[config.mk]
export PLATFORM = sky130hd
export DESIGN_NAME = circular_fifo_queue_core
export DESIGN_NICKNAME = d
export VERILOG_FILES = /design/src/hw/rtl/cfq_pkg.sv /design/src/hw/rtl/circular_fifo_queue_core.sv /design/src/hw/rtl/cfq_ctrl.sv /design/src/hw/rtl/cfq_dpath.sv
export SDC_FILE = /design/constraint.sdc
export NUM_CORES = 1
export LEC_CHECK = 0
export ABC_CLOCK_PERIOD_IN_PS = 5500
export BUFFER_PORTS_ARGS = -buffer_cell sky130_fd_sc_hd__buf_4
export CORE_MARGIN = 5
export CORE_UTILIZATION = 30
export DETAILED_ROUTE_END_ITERATION = 10
export HOLD_SLACK_MARGIN = 0.12
export PLACE_DENSITY = 0.57
export SYNTH_ARGS = -nofsm -noshare
export SYNTH_HDL_FRONTEND = slang
export SYNTH_SLANG_ARGS = --single-unit
[constraint.sdc]
create_clock -name clock -period 5.5 [get_ports clock]
set_input_delay 1.1 -clock clock [delete_from_list [all_inputs] [get_ports clock]]
set_output_delay 1.1 -clock clock [all_outputs]
set_load 0.02 [all_outputs]
[src/hw/rtl/cfq_pkg.sv]
package cfq_pkg;

   localparam int DEPTH  = 8;
   localparam int DATA_W = 32;
   localparam int IDX_W  = (DEPTH > 1) ? $clog2(DEPTH) : 1;
   localparam int CNT_W  = $clog2(DEPTH + 1);

   localparam logic [1:0] OP_ENQ  = 2'd0;
   localparam logic [1:0] OP_DEQ  = 2'd1;
   localparam logic [1:0] OP_PEEK = 2'd2;
   localparam logic [1:0] OP_DUMP = 2'd3;

   localparam logic [1:0] ST_OK    = 2'd0;
   localparam logic [1:0] ST_FULL  = 2'd1;
   localparam logic [1:0] ST_EMPTY = 2'd2;

   typedef struct packed {
      logic       enq;        // write word at tail, advance tail, count up
      logic       deq;        // advance head, count down
      logic       rd_start;   // read at head and set up the walk
      logic       rd_all;     // with rd_start: walk over every stored entry
      logic       rd_next;    // read at the walk pointer
      logic       load_out;   // load the result register
      logic       out_from_mem;
      logic [1:0] out_status;
   } dp_cmd_type;

   typedef struct packed {
      logic full;
      logic empty;
      logic out_last;
   } dp_stat_type;

endpackage

[src/hw/rtl/circular_fifo_queue_core.sv]
// Enqueue, and any item that meets a full or empty queue, gives its result in the cycle after
// acceptance; dequeue and peek give theirs through the registered store read and the result register.
// A dump gives its words one by one and reads the next word only after the consumer accepts the last.
// One item is handled at a time: the next is accepted in the cycle after its last result is taken.
// Reset clears the head, tail and count (queue empty); the store contents stay undefined.
module circular_fifo_queue_core (
   input  logic                              clock,
   input  logic                              reset,
   input  logic                              req_valid,
   output logic                              req_ready,
   input  logic [1:0]                        req_operation,
   input  logic signed [cfq_pkg::DATA_W-1:0] req_data_in,
   output logic                              rsp_valid,
   input  logic                              rsp_ready,
   output logic signed [cfq_pkg::DATA_W-1:0] rsp_data_out,
   output logic [1:0]                        rsp_status,
   output logic                              rsp_last
);

   cfq_pkg::dp_cmd_type  cmd;
   cfq_pkg::dp_stat_type stat;

   cfq_ctrl u_ctrl (
      .clock         (clock),
      .reset         (reset),
      .req_valid     (req_valid),
      .req_ready     (req_ready),
      .req_operation (req_operation),
      .rsp_valid     (rsp_valid),
      .rsp_ready     (rsp_ready),
      .cmd           (cmd),
      .stat          (stat)
   );

   cfq_dpath u_dpath (
      .clock        (clock),
      .reset        (reset),
      .req_data_in  (req_data_in),
      .cmd          (cmd),
      .stat         (stat),
      .rsp_data_out (rsp_data_out),
      .rsp_status   (rsp_status),
      .rsp_last     (rsp_last)
   );

endmodule

[src/hw/rtl/cfq_ctrl.sv]
module cfq_ctrl (
   input  logic                 clock,
   input  logic                 reset,
   input  logic                 req_valid,
   output logic                 req_ready,
   input  logic [1:0]           req_operation,
   output logic                 rsp_valid,
   input  logic                 rsp_ready,
   output cfq_pkg::dp_cmd_type  cmd,
   input  cfq_pkg::dp_stat_type stat
);

   localparam logic [1:0] S_IDLE = 2'd0;
   localparam logic [1:0] S_READ = 2'd1;
   localparam logic [1:0] S_RESP = 2'd2;

   logic [1:0] state_ff, state_in;
   logic [1:0] op_ff, op_in;

   always_ff @(posedge clock) begin
      if (reset) begin
         state_ff <= S_IDLE;
         op_ff    <= cfq_pkg::OP_ENQ;
      end else begin
         state_ff <= state_in;
         op_ff    <= op_in;
      end
   end

   always_comb begin
      cmd       = '0;
      state_in  = state_ff;
      op_in     = op_ff;
      req_ready = 1'b0;
      rsp_valid = 1'b0;
      unique case (state_ff)
         S_IDLE: begin
            req_ready = 1'b1;
            if (req_valid) begin
               op_in = req_operation;
               if (req_operation == cfq_pkg::OP_ENQ) begin
                  cmd.load_out   = 1'b1;
                  cmd.enq        = !stat.full;
                  cmd.out_status = stat.full ? cfq_pkg::ST_FULL : cfq_pkg::ST_OK;
                  state_in       = S_RESP;
               end else if (stat.empty) begin
                  cmd.load_out   = 1'b1;
                  cmd.out_status = cfq_pkg::ST_EMPTY;
                  state_in       = S_RESP;
               end else begin
                  cmd.rd_start = 1'b1;
                  cmd.rd_all   = (req_operation == cfq_pkg::OP_DUMP);
                  state_in     = S_READ;
               end
            end
         end
         S_READ: begin
            // The registered memory word is ready in this cycle.
            cmd.load_out     = 1'b1;
            cmd.out_from_mem = 1'b1;
            cmd.out_status   = cfq_pkg::ST_OK;
            cmd.deq          = (op_ff == cfq_pkg::OP_DEQ);
            state_in         = S_RESP;
         end
         S_RESP: begin
            rsp_valid = 1'b1;
            if (rsp_ready) begin
               if (stat.out_last) begin
                  state_in = S_IDLE;
               end else begin
                  cmd.rd_next = 1'b1;
                  state_in    = S_READ;
               end
            end
         end
         default: begin
            state_in = S_IDLE;
         end
      endcase
   end

endmodule

[src/hw/rtl/cfq_dpath.sv]
module cfq_dpath (
   input  logic                                clock,
   input  logic                                reset,
   input  logic signed [cfq_pkg::DATA_W-1:0]   req_data_in,
   input  cfq_pkg::dp_cmd_type                 cmd,
   output cfq_pkg::dp_stat_type                stat,
   output logic signed [cfq_pkg::DATA_W-1:0]   rsp_data_out,
   output logic [1:0]                          rsp_status,
   output logic                                rsp_last
);

   localparam logic [cfq_pkg::IDX_W-1:0] IDX_LAST = cfq_pkg::IDX_W'(cfq_pkg::DEPTH - 1);
   localparam logic [cfq_pkg::CNT_W-1:0] CNT_FULL = cfq_pkg::CNT_W'(cfq_pkg::DEPTH);
   localparam logic [cfq_pkg::CNT_W-1:0] CNT_ONE  = cfq_pkg::CNT_W'(1);

   logic [cfq_pkg::DATA_W-1:0] store_ff [cfq_pkg::DEPTH];
   logic [cfq_pkg::DATA_W-1:0] rd_data_ff;

   logic [cfq_pkg::IDX_W-1:0] head_ff, head_in;
   logic [cfq_pkg::IDX_W-1:0] tail_ff, tail_in;
   logic [cfq_pkg::IDX_W-1:0] walk_ff, walk_in;
   logic [cfq_pkg::CNT_W-1:0] count_ff, count_in;
   logic [cfq_pkg::CNT_W-1:0] left_ff, left_in;

   logic signed [cfq_pkg::DATA_W-1:0] data_ff, data_in;
   logic [1:0]                        status_ff, status_in;
   logic                              last_ff, last_in;

   logic [cfq_pkg::IDX_W-1:0] rd_addr;
   logic                      rd_en;

   function automatic logic [cfq_pkg::IDX_W-1:0] wrap_next(
      input logic [cfq_pkg::IDX_W-1:0] idx
   );
      return (idx == IDX_LAST) ? '0 : idx + 1'b1;
   endfunction

   assign rd_addr = cmd.rd_start ? head_ff : walk_ff;
   assign rd_en   = cmd.rd_start | cmd.rd_next;

   // Entry store: one write port at the tail, one registered read port.
   always_ff @(posedge clock) begin
      if (cmd.enq) begin
         store_ff[tail_ff] <= req_data_in;
      end
      if (rd_en) begin
         rd_data_ff <= store_ff[rd_addr];
      end
   end

   always_comb begin
      head_in   = head_ff;
      tail_in   = tail_ff;
      walk_in   = walk_ff;
      count_in  = count_ff;
      left_in   = left_ff;
      data_in   = data_ff;
      status_in = status_ff;
      last_in   = last_ff;

      if (cmd.enq) begin
         tail_in  = wrap_next(tail_ff);
         count_in = count_ff + 1'b1;
      end else if (cmd.deq) begin
         head_in  = wrap_next(head_ff);
         count_in = count_ff - 1'b1;
      end

      if (rd_en) begin
         walk_in = wrap_next(rd_addr);
      end
      if (cmd.rd_start) begin
         left_in = cmd.rd_all ? count_ff : CNT_ONE;
      end

      if (cmd.load_out) begin
         status_in = cmd.out_status;
         if (cmd.out_from_mem) begin
            data_in = rd_data_ff;
            last_in = (left_ff == CNT_ONE);
            left_in = left_ff - 1'b1;
         end else begin
            data_in = '0;
            last_in = 1'b1;
         end
      end
   end

   always_ff @(posedge clock) begin
      if (reset) begin
         head_ff  <= '0;
         tail_ff  <= '0;
         count_ff <= '0;
      end else begin
         head_ff  <= head_in;
         tail_ff  <= tail_in;
         count_ff <= count_in;
      end
   end

   always_ff @(posedge clock) begin
      walk_ff   <= walk_in;
      left_ff   <= left_in;
      data_ff   <= data_in;
      status_ff <= status_in;
      last_ff   <= last_in;
   end

   assign stat.full     = (count_ff == CNT_FULL);
   assign stat.empty    = (count_ff == '0);
   assign stat.out_last = last_ff;

   assign rsp_data_out = data_ff;
   assign rsp_status   = status_ff;
   assign rsp_last     = last_ff;

endmodule
# [Yosys cells after proc, flatten, opt, wreduce, memory -nomap -nowiden]
# Memories as Yosys holds them, arrays and structs flattened. A register that Yosys moved wholly into a read port is not among the register bits.
# Index checks and enable logic that the tools add are counted.
# Widths: inputs -> output; s select.
[word_totals] elab_cells=76 mem_bits_rw=256 inputBits=38 rom_bits=0 mem_count=1 register_bits=56 latch_bits=0
[memory_table] memory="u_dpath.store_ff" words=8 word_bits=32 read_ports=1 rd_clocked_by_memory_dff=1 write_ports=1 line="cfq_dpath.sv:16" rtl="logic [cfq_pkg::DATA_W-1:0] store_ff [cfq_pkg::DEPTH];"
[op_classes] addsub=6 n_eq_ne=11 n_bitwise=2 n_div=0 mul=0 shifts=0 n_mux=38 n_reduce_logical=8 n_lt_le_gt_ge=0
[ops] cell="$mux 4" count=6
[ops] cell="$mux 2" count=10
[ops] cell="$mux 1" count=17
[ops] cell="$add 3x1->3 const B" count=3
[ops] cell="$eq 3x3->1 const B" count=3
[ops] cell="$mux 3" count=3
[ops] cell="$sub 4x1->4 const B" count=2
[ops] cell="$pmux 2 s3" count=1
[ops] cell="$reduce_and 2->1" count=3
[ops] cell="$add 4x1->4 const B" count=1
[ops] cell="$eq 2x1->1 const B" count=2
[ops] cell="$eq 2x2->1 const B" count=2
[ops] cell="$eq 4x1->1 const B" count=1
[ops] cell="$eq 4x4->1 const B" count=1
[ops] cell="$logic_not 2->1" count=2
[ops] cell="$logic_not 4->1" count=1
[ops] cell="$ne 2x2->1 const B" count=2
[ops] cell="$pmux 1 s2" count=1
[ops] cell="$reduce_bool 2->1" count=1
[ops] cell="$logic_not 1->1" count=1
[ops] cell="$not 1->1" count=1
[ops] cell="$or 1x1->1" count=1

# [Logic depth before layout (Yosys ltp)]
# Gate-level depths: netlist (run 1).
[depth] depth_word=9 depth_mapped=12 mapped_depth_nobuf=9

# [Cells and area by module]
# From an unflattened synthesis (run 1), not the netlist that was laid out.
[unflattened] cells_unflattened=642 area_unflattened_um2=13223.9
[modules_own_cells] mod="cfq_dpath" instances=1 seq_area_each_um2=10069.7 area_each_um2=12902.4 cells_per_inst=607
[modules_own_cells] mod="cfq_ctrl" instances=1 seq_area_each_um2=80.1 area_each_um2=321.6 cells_per_inst=35

# [Worst setup path after synthesis (run 1)]
# OpenSTA, ideal clock, no wires.
[synth_timing] path_kind="input-to-reg" from="input req_valid" to="memory u_dpath.store_ff[0][0] in the netlist's numbering (enable)" path_slack_ns=-0.404 arrival_ns=5.402 path_stages=6 required_ns=4.998 setup_ns=0.502 n_path_buf=2 cell_sequence="nor3b_4 clkbuf_1 and3_1 inv_1 clkbuf_1 nor4_1"
[synth_via] elab_chain_cells=4
[synth_rtl] element="start, declared" line="circular_fifo_queue_core.sv:9" rtl="input logic req_valid,"
[synth_rtl] element="$mux 1" line="cfq_ctrl.sv:39" rtl="if (req_valid) begin"
[synth_rtl] element="$mux 1" line="cfq_ctrl.sv:36" rtl="unique case (state_ff)"
[synth_rtl] element="$mux 1" line="cfq_dpath.sv:43" rtl="if (cmd.enq) begin"
[synth_rtl] element="$mux 1 (not written as such)" line="cfq_dpath.sv:44" rtl="store_ff[tail_ff] <= req_data_in;"
[synth_rtl] element="end, declared" line="cfq_dpath.sv:16"
# Every way passes these cells.

# [Worst setup path after layout (run 1)]
[layout_timing] from="register u_dpath.count_ff[0] in the netlist's numbering" to="register u_dpath.walk_ff[2] in the netlist's numbering, data pin"
[layout_via] elab_chain_cells=7 word_cells_on_any_way=8 classes_between="add/sub (1); eq/ne (1); mux (5); reduce/logical (1)"
[layout_rtl] element="start, declared" line="cfq_dpath.sv:22" rtl="logic [cfq_pkg::CNT_W-1:0] count_ff, count_in;"
[layout_rtl] element="start signal, assigned" line="cfq_dpath.sv:97" rtl="count_ff <= count_in;"
[layout_rtl] element="$logic_not 4->1 *" line="cfq_dpath.sv:110" rtl="assign stat.empty = (count_ff == '0);"
[layout_rtl] element="$mux 2 *" line="cfq_ctrl.sv:46" rtl="end else if (stat.empty) begin"
[layout_rtl] element="$mux 2 *" line="cfq_ctrl.sv:41" rtl="if (req_operation == cfq_pkg::OP_ENQ) begin"
[layout_rtl] element="$mux 2 *" line="cfq_ctrl.sv:39"
[layout_rtl] element="$mux 2 *" line="cfq_ctrl.sv:36"
[layout_rtl] element="$mux 3 *" line="cfq_dpath.sv:38" rtl="assign rd_addr = cmd.rd_start ? head_ff : walk_ff;"
[layout_rtl] element="$add 3x1->3 or $eq 3x3->1 (tied branches)" line="cfq_dpath.sv:35" rtl="return (idx == IDX_LAST) ? '0 : idx + 1'b1;"
[layout_rtl] element="end signal, assigned" line="cfq_dpath.sv:102" rtl="walk_ff <= walk_in;"
[layout_rtl] element="end, declared" line="cfq_dpath.sv:21" rtl="logic [cfq_pkg::IDX_W-1:0] walk_ff, walk_in;"
# Mark *: on every way between the ends. The rest lies on a longest branch, timed or not.
# A chain may end at the register's enable or synchronous reset.

==> results.md, run 1 <==
Finish:
- The final net count is around 1,100.
- In the final layout, the share of cells above drive strength 1 is between 15 and 20%.
- The area growth from synthesis to layout is 15.5%.
- The finished layout holds approximately 1,800 standard cells, fillers aside.
- Once layout is complete, the utilization of the core stands at about a third.
- The final antenna diode count is 0.
- The filler cells instantiated in the layout total roughly 4,800.

Route:
- The final route contains 9,514 vias.
- In the routed design, unresolved DRC markers number 0.
- The first-pass iteration count of the detailed router is 5.
- The average detailed-routed wire length per instance is around 22 microns.
- The detail route stage leaves a number of antenna-violating nets equal to 0.
- Dividing the detail-routed via count by the number of cells gives about 5.3.
- For this block, the routed nets add up to between 30,000 and 40,000 microns of wire.
- The DRC marker count from the first detailed-route iteration is 777.

Clock network:
- After clock tree synthesis, the clock-pin slew on the worst setup and hold paths is about 0.06 ns.
- The clock tree root buffer cell is sky130_fd_sc_hd__clkbuf_16.
- The total clock buffers created by CTS is 38.
- The setup fix buffers added after clock tree synthesis is 0.
- Post-CTS repair changed the size of 0 cells.
- The TritonCTS clock tree is done.
- The total number of H-tree levels is 2.
- The number of sinks handled by clock tree synthesis is 344.
- For the worst-skew pair, the clock arrives at the later sink with an insertion delay of roughly 0.54 ns.
- For this design, the CTS-stage hold fixing added 0 buffers.
- The number of buffers on the longest clock path is 3.

Floorplan:
- The overall die area is 54,300 sq um.
- The starting utilization of the core area is between 30% and 40%.
- Pin placement for this block handled 75 I/O pins.
- The floorplan step defined a core boundary enclosing slightly below 50,000 sq um.
- The floorplan step set the die width to 233 microns.
- After floorplanning, the core was divided into 81 placement rows.
- The die span in y is 233 microns.

Pwr:
- Overall power consumption after layout is estimated at roughly 6.1 mW.
- Dividing total power by cell area gives a power density of 356 nW/um^2.
- The total leakage power is 5.71 nW.
- Across the VDD grid, the largest voltage drop is 163 uV.

Yosys:
- The synthesized netlist devotes less than 1% of its cell area to adder and majority cells.
- A synthesized cell averages about 14 sq um.
- In this run the cell area of the synthesized design comes to between 10,000 and 15,000 sq um.
- The fraction of synthesized area in multiplexers is less than 1%.
- In the synthesized netlist the dominant register cell turns out to be sky130_fd_sc_hd__edfxtp_1.
- Counting every instance in the synthesized netlist gives between 1,000 and 1,500.
- By area, the combinational part of the netlist is dominated by compound AO/OA/AOI/OAI gates.
- Summing the areas of all xor and xnor instances in the mapped netlist gives less than 1% of the synthesized area.
- The post-synthesis simple-gate area fraction is 12.4%.
- Synthesis inferred around 340 register bits.
- After synthesis, the cell types taking the most area are sky130_fd_sc_hd__edfxtp_1, sky130_fd_sc_hd__a2111o_1, sky130_fd_sc_hd__and3_1.
- Yosys printed 0 warnings.
- The top cell type by area accounts for around two thirds of the synthesized area.
- After synthesis, the share of flip-flops with an asynchronous set or reset is 0%.
- The synthesized netlist net count is 1,103.
- The compound-gate portion of the synthesized area is between 10 and 15%.
- In this run, distinct cell masters in the synthesized netlist total 58.
- Counting flops with a built-in enable in the synthesized netlist gives about 330.
- The fraction of the yosys area taken by sequential cells is approximately 70%.
- Summed over all instances, the cell type with the most area after synthesis is sky130_fd_sc_hd__edfxtp_1.

Place:
- Before CTS, the worst setup slack after placement is 1.44 ns.
- Detailed placement finished with a half-perimeter wire length of between 20,000 and 25,000 microns.
- The count of placed standard cells including taps is between 1,500 and 2,000.
- The number of port buffers is 74.
- The routability congestion estimate from global placement is slightly above 0.7.

Job:
- Across the run, the number of max-cap violations was 0.

Worst setup path:
- The arrival time of the worst setup path is between 3 and 4 ns.
- The category of the worst setup path capture point is a register.
- The element type at the critical path start is a register.
- Along the worst path, the maximum fanout reaches between 50 and 60.
- The critical path is of the reg2reg type.
- The required time of the critical path is a little under 6 ns.

STA:
- The maximum operating frequency is about 280 MHz.
- The worst path uses between 60 and 70% of the clock period.
- The total setup violations reported at the end of the flow is 0.
- The smallest clock period supported by the final layout is computed as around 3.5 ns.
- The worst-case clock skew is between 0.015 and 0.02 ns.
- The setup TNS is 0 ns.
- The transition time at the pin with the least slew margin is 1.27 ns.
- The number of pins exceeding their max-slew limit in the final report was 0.
- The final critical-path setup slack is about 2.0 ns.
- Setup repair after global routing left no endpoint under its margin.
- The final hold violation count is 0.
- The headroom to the max-slew limit is between 10% and 20%.

Global route:
- The global-route wire length before repair is a little under 60,000 microns.
- The number of global-route vias before repair was a little under 10,000.
- The total overflow left after global routing is 0.
- The initial antenna violation count is 0.
- Entering global routing, the biggest net connects 97 pins.
- Global routing used roughly 14% of the available tracks across all layers.

Min path:
- The path type of the worst min-delay path is reg2reg.

Outcome:
- The run finished with clean final reports.
[layer usage]
metal | routed length, microns | up-vias | track usage, % | share of wire [%]
met2 | 19400 | 288 | 23.5 | 50
met5 | 0 | - | 0 | 0
met1 | 16800 | 4837 | 18.5 | 43
li1 | - | 4327 | - | -
met3 | 2120 | 62 | 2.43 | 5.4
met4 | 796 | 0 | 4.06 | 2.0
[layout make-up]
class / count / area, sq um / area share, %
Clock buffer: 53 / 1030 / 5.96
Timing Repair Buffer: 106 / 808 / 4.69
Clock inverter: 11 / 105 / 0.609
Multi-Input combinational cell: 600 / 4290 / 24.9
Tap cell: 664 / 831 / 4.82
Inverter: 8 / 32.5 / 0.189
Sequential cell: 344 / 10200 / 58.8
[critical path: stages, from the launching register on]
cell	delay (ns)
sky130_fd_sc_hd__dfxtp_1	0.53
sky130_fd_sc_hd__or4_1	0.19
sky130_fd_sc_hd__buf_4	0.48
sky130_fd_sc_hd__nand4_4	0.73
sky130_fd_sc_hd__nand2_2	0.30
sky130_fd_sc_hd__buf_4	0.43
sky130_fd_sc_hd__ha_1	0.25
sky130_fd_sc_hd__ha_1	0.22
sky130_fd_sc_hd__nor2b_1	0.12
[layout by cell type (no fill, tap or decap), drive strengths merged, types with 2 or more instances in the layout]
master   count
edfxtp     326
buf        106
and3        98
nand2       78
a2111o      64
clkbuf      53
nand3       36
nand2b      35
a31oi       35
and2        34
o21ai       34
a2111oi     32
a311oi      32
a32oi       32
nor2        19
dfxtp       18
a21oi       13
ha          10
nor3        10
inv          9
clkinv       7
nor2b        4
mux2i        3
nand4        3
nor3b        3
nor4         2
or4          2
xor2         2
xnor2        2
bufinv       2
o31ai        2
a221oi       2
[power breakdown]
part	internal [mW]	switching, mW	total [mW]
sequential	2.98	0.0435	3.02
combinational	0.242	0.491	0.733
clock	1.39	0.994	2.39
[worst paths after layout]
kind                                    start                                to  cells after the start  slack [ns]
max          u_dpath.count_ff[0]$_SDFFE_PP0P_  u_dpath.walk_ff[2]$_SDFFCE_PN0P_                      8        1.97
min              u_ctrl.op_ff[0]$_SDFFE_PP0P_      u_ctrl.op_ff[0]$_SDFFE_PP0P_                      2        0.46
max reg2reg  u_dpath.count_ff[0]$_SDFFE_PP0P_  u_dpath.walk_ff[2]$_SDFFCE_PN0P_                      8        1.97
min reg2reg      u_ctrl.op_ff[0]$_SDFFE_PP0P_      u_ctrl.op_ff[0]$_SDFFE_PP0P_                      2        0.46
[cells in the mapped netlist (2+ instances only)]
cell type	n
sky130_fd_sc_hd__and3_1	98
sky130_fd_sc_hd__o21ai_0	34
sky130_fd_sc_hd__nor2b_1	4
sky130_fd_sc_hd__a21oi_1	12
sky130_fd_sc_hd__ha_1	10
sky130_fd_sc_hd__buf_6	14
sky130_fd_sc_hd__a32oi_1	32
sky130_fd_sc_hd__inv_1	7
sky130_fd_sc_hd__a311oi_1	32
sky130_fd_sc_hd__nand2b_1	35
sky130_fd_sc_hd__or4_1	2
sky130_fd_sc_hd__xor2_1	2
sky130_fd_sc_hd__nand4_1	2
sky130_fd_sc_hd__dfxtp_1	18
sky130_fd_sc_hd__nor3_1	9
sky130_fd_sc_hd__nor2_1	19
sky130_fd_sc_hd__a2111o_1	64
sky130_fd_sc_hd__xnor2_1	2
sky130_fd_sc_hd__nor3b_1	2
sky130_fd_sc_hd__buf_4	10
sky130_fd_sc_hd__and2_1	34
sky130_fd_sc_hd__clkbuf_1	61
sky130_fd_sc_hd__buf_2	13
sky130_fd_sc_hd__nand2_1	77
sky130_fd_sc_hd__edfxtp_1	326
sky130_fd_sc_hd__mux2i_1	3
sky130_fd_sc_hd__a2111oi_0	32
sky130_fd_sc_hd__a31oi_1	33
sky130_fd_sc_hd__nand3_1	35
sky130_fd_sc_hd__buf_1	4
[logic make-up (layout without fill, tap and decap cells)]
group	count (synthesis)	after routing
flip-flops	344	344
AND/OR/NAND/NOR	330	330
AO/OA/AOI/OAI	252	252
buffers and inverters	110	178
adder cells (fa/ha/maj)	11	11
XOR/XNOR	4	4
multiplexers	3	3
[metrics by stage]
stage                     area (sq um)  hold slack, ns
after floorplan                  14900           0.425
after global placement           16100           0.437
after detailed placement         16100           0.455
after CTS                        17200           0.464
after global routing             17200           0.492
final                            17200           0.462
[sequential cells by signal, summed over array words and instances (netlist names), 3 cells and up]
name	flops
u_dpath.count_ff	4
u_dpath.head_ff	3
u_dpath.left_ff	4
u_dpath.rd_data_ff	32
u_dpath.rsp_data_out	32
u_dpath.store_ff	256
u_dpath.tail_ff	3
u_dpath.walk_ff	3
Note: power is estimated with default switching activity, not from simulation.
==> run 2, diff against run 1 <==
ABC_CLOCK_PERIOD_IN_PS = 3700   (was 5500)
PLACE_DENSITY = 0.56   (was 0.57)
clock period = 3.7 ns   (was 5.5 ns; I/O delays follow)
==> run 2 against run 1 <==
Utilization up 0.91 points. Worst hold slack got worse by 0.041 ns. Sequential power rose by 49%. Global-route usage grew 0.11 points. Clock power is 72% higher. Final area up 2.6%. Die area stayed put. Clock skew grew 0.0029 ns. Combinational power grew 51%. Sequential cell count unchanged. Non-clock buffer count grew 21. Power rose by 58%.
==> results.md, run 2 (synthesized netlist as in run 1, its figures left out) <==
Global route:
- The initial antenna violation count is 1.
- The total overflow reported by the global router is 0.
- The highest-utilization routing layer at the global route stage is met2.
- The total routing usage reported by global routing is approximately 14%.
- The first global-routing pass estimated about 59,000 microns of wire.
- Entering global routing, the biggest net connects 68 pins.
- The met2 track utilization from global routing is a little under a quarter.
- For met1 alone, demand over resource in global routing was around 18%.
- In the global route stage, met3 resource usage came out at 3.21%.
- The number of global-route vias before repair was about 10,000.

Min path:
- The path class of the tightest hold or removal check is in2reg.

Route:
- The routed via count is 9,632.
- The routed wire length is 38,800 microns.
- For this run, design rule violations remaining after detail routing come to 0.
- The via-per-instance ratio is about 5.3.
- The first-pass iteration count of the detailed router is 6.
- After detailed routing, the average wire length per cell comes to 21.4 microns.
- The residual antenna-violating net count after detailed routing is 0.
- The detailed router finished its first iteration with between 600 and 700 violations.

Job:
- Max-cap violations in this run came to 0.

Worst setup path:
- The slowest library cell on the worst path is sky130_fd_sc_hd__or4_1.
- STA classifies the critical path startpoint as a register.
- Traced cell by cell, the critical path runs through or4_1 > buf_4 > nand4_1 > and2_1 > inv_4 > buf_4 > a2111o_1 > and3_1.
- The peak per-stage delay on the critical path is slightly above 0.7 ns.
- Along the worst path, the maximum fanout reaches 21.
- In this run the register-to-register setup slack is between 0.7 and 0.8 ns.
- Counting stages on the worst path, the most repeated cell is sky130_fd_sc_hd__buf_4.
- The category of the worst setup path capture point is a register.
- The required time of the critical path is about 4 ns.
- The arrival time of the worst setup path is ~3.3 ns.
- The setup path with the least slack is of type reg2reg.

STA:
- The number of pins exceeding their max-slew limit in the final report was 0.
- Between clock sinks in the finished design, the worst skew comes to about 0.018 ns.
- Setup repair after global routing left no endpoint under its margin.
- The headroom to the max-slew limit is 51.5%.
- The worst-case hold slack is between 0.4 and 0.5 ns.
- At the pin with the least slew margin, the transition time is 0.728 ns.
- The clock period minus final worst setup slack is 2.97 ns.
- The fraction of the cycle the final worst path needs is between 80 and 90%.
- The final hold violation count is 0.
- The maximum operating frequency is 336 MHz.
- Setup violations remaining at the end of the flow were counted as 0.

Place:
- The count of placed standard cells including taps is roughly 1,700.
- The routability congestion estimate from global placement is around 0.75.
- The HPWL after detailed placement is 23,200 microns.
- The number of port buffers is 74.

Floorplan:
- The core box area is 49,100 sq um.
- The number of top-level pins is 75.
- The floorplan step set the die height to around 230 microns.
- The row count is 81.
- The die covers 54,300 sq um.
- The starting utilization of the core area is a little under a third.
- The die is about 230 microns wide.

Pwr:
- The completed layout was analyzed and its total power is 9.72 mW.
- The largest vdd supply drop is 235 uV.
- Power spread over the standard cell area amounts to between 500 and 600 nW/um^2.
- For this design the static power due to leakage is 5.93 nW.

Finish:
- The register name with the most flops is u_dpath.store_ff.
- The final net count is around 1,200.
- The register with the most flip-flops in the layout has around 260 of them.
- Of the cells placed in the final design, the portion with a size suffix greater than 1 is 18.6%.
- The library cells used most frequently in the layout, excluding fill and tap cells, are sky130_fd_sc_hd__edfxtp_1, sky130_fd_sc_hd__buf_4, sky130_fd_sc_hd__and3_1, sky130_fd_sc_hd__nand2_1, sky130_fd_sc_hd__a2111o_1.
- The synthesis-to-layout area growth is 18.5%.
- The non-filler instance count after layout is around 1,800.
- The commonest non-fill, non-tap cell in the layout is sky130_fd_sc_hd__edfxtp_1.

Clock network:
- The clock tree root buffer cell is sky130_fd_sc_hd__clkbuf_16.
- The clock net in this run drives a total of ~340 sinks.
- In this run, CTS created clock tree buffers numbering 40.
- The clock latency reported for the late side of the worst-skew pair is between 0.5 and 0.6 ns.
- The number of gates resized after CTS was 0.
- The TritonCTS clock tree is done.
- Post-CTS timing repair inserted 0 buffers for setup.
- The total number of H-tree levels is 2.
- The post-CTS clock slew at the launch and capture registers of the worst setup and hold paths is ~0.06 ns.
- No sink is reached through more buffers than the 3 on the longest clock path.
- In this run, post-CTS hold repair placed 0 buffers.

Outcome:
- The run finished with clean final reports.
==> run 2: final timing paths <==
| kind | from | to | depth (start not counted) |
|---|---|---|---|
| setup / recovery | u_dpath.count_ff[0]$_SDFFE_PP0P_ | u_dpath.rd_data_ff[6]$_DFFE_PP_ | 8 |
| hold reg to reg | u_ctrl.op_ff[0]$_SDFFE_PP0P_ | u_ctrl.op_ff[0]$_SDFFE_PP0P_ | 2 |
| hold / removal | req_data_in[10] | u_dpath.store_ff[5][10]$_DFFE_PP_ | 1 |
| setup reg to reg | u_dpath.count_ff[0]$_SDFFE_PP0P_ | u_dpath.rd_data_ff[6]$_DFFE_PP_ | 8 |
==> run 2: stage by stage <==
stage	util, %	instance area [sq um]	setup TNS (ns)	setup slack, ns
after floorplan	-	15000	-5.35	-0.0557
after global placement	33.3	16300	0	0.537
after detailed placement	33.3	16300	0	0.484
after CTS	36.1	17700	0	0.714
after global routing	36.1	17700	0	0.602
final	36.1	17700	0	0.728
==> run 2: critical path, delay by kind of cell (launching register included) <==
family / cells / cell delay, ns
simple gates: 4 / 1.32
buf+inv: 3 / 0.65
flops: 1 / 0.41
compound gates: 1 / 0.33
==> run 2: per-layer routing <==
layer	part of all wire, %	up-vias	wire length (microns)
li1	-	4383	-
met4	2.5	0	967
met5	0	-	0
met3	6.4	66	2490
met2	48	312	18500
met1	44	4871	16900
==> run 2: area by class of cell <==
| class | instances | area [sq um] |
|---|---|---|
| Antenna cell | 1 | 2.50 |
| Clock buffer | 50 | 1070 |
| Clock inverter | 22 | 299 |
| Fill cell | 4723 | 31400 |
| Inverter | 8 | 32.5 |
| Multi-Input combinational cell | 600 | 4310 |
| Sequential cell | 344 | 10200 |
| Tap cell | 664 | 831 |
| Timing Repair Buffer | 127 | 1000 |
==> run 2: power breakdown <==
part	total, mW	internal [mW]	switching [mW]
Sequential	4.49	4.43	0.0659
Combinational	1.11	0.390	0.721
Clock	4.12	2.54	1.58
Total	9.72	7.35	2.36
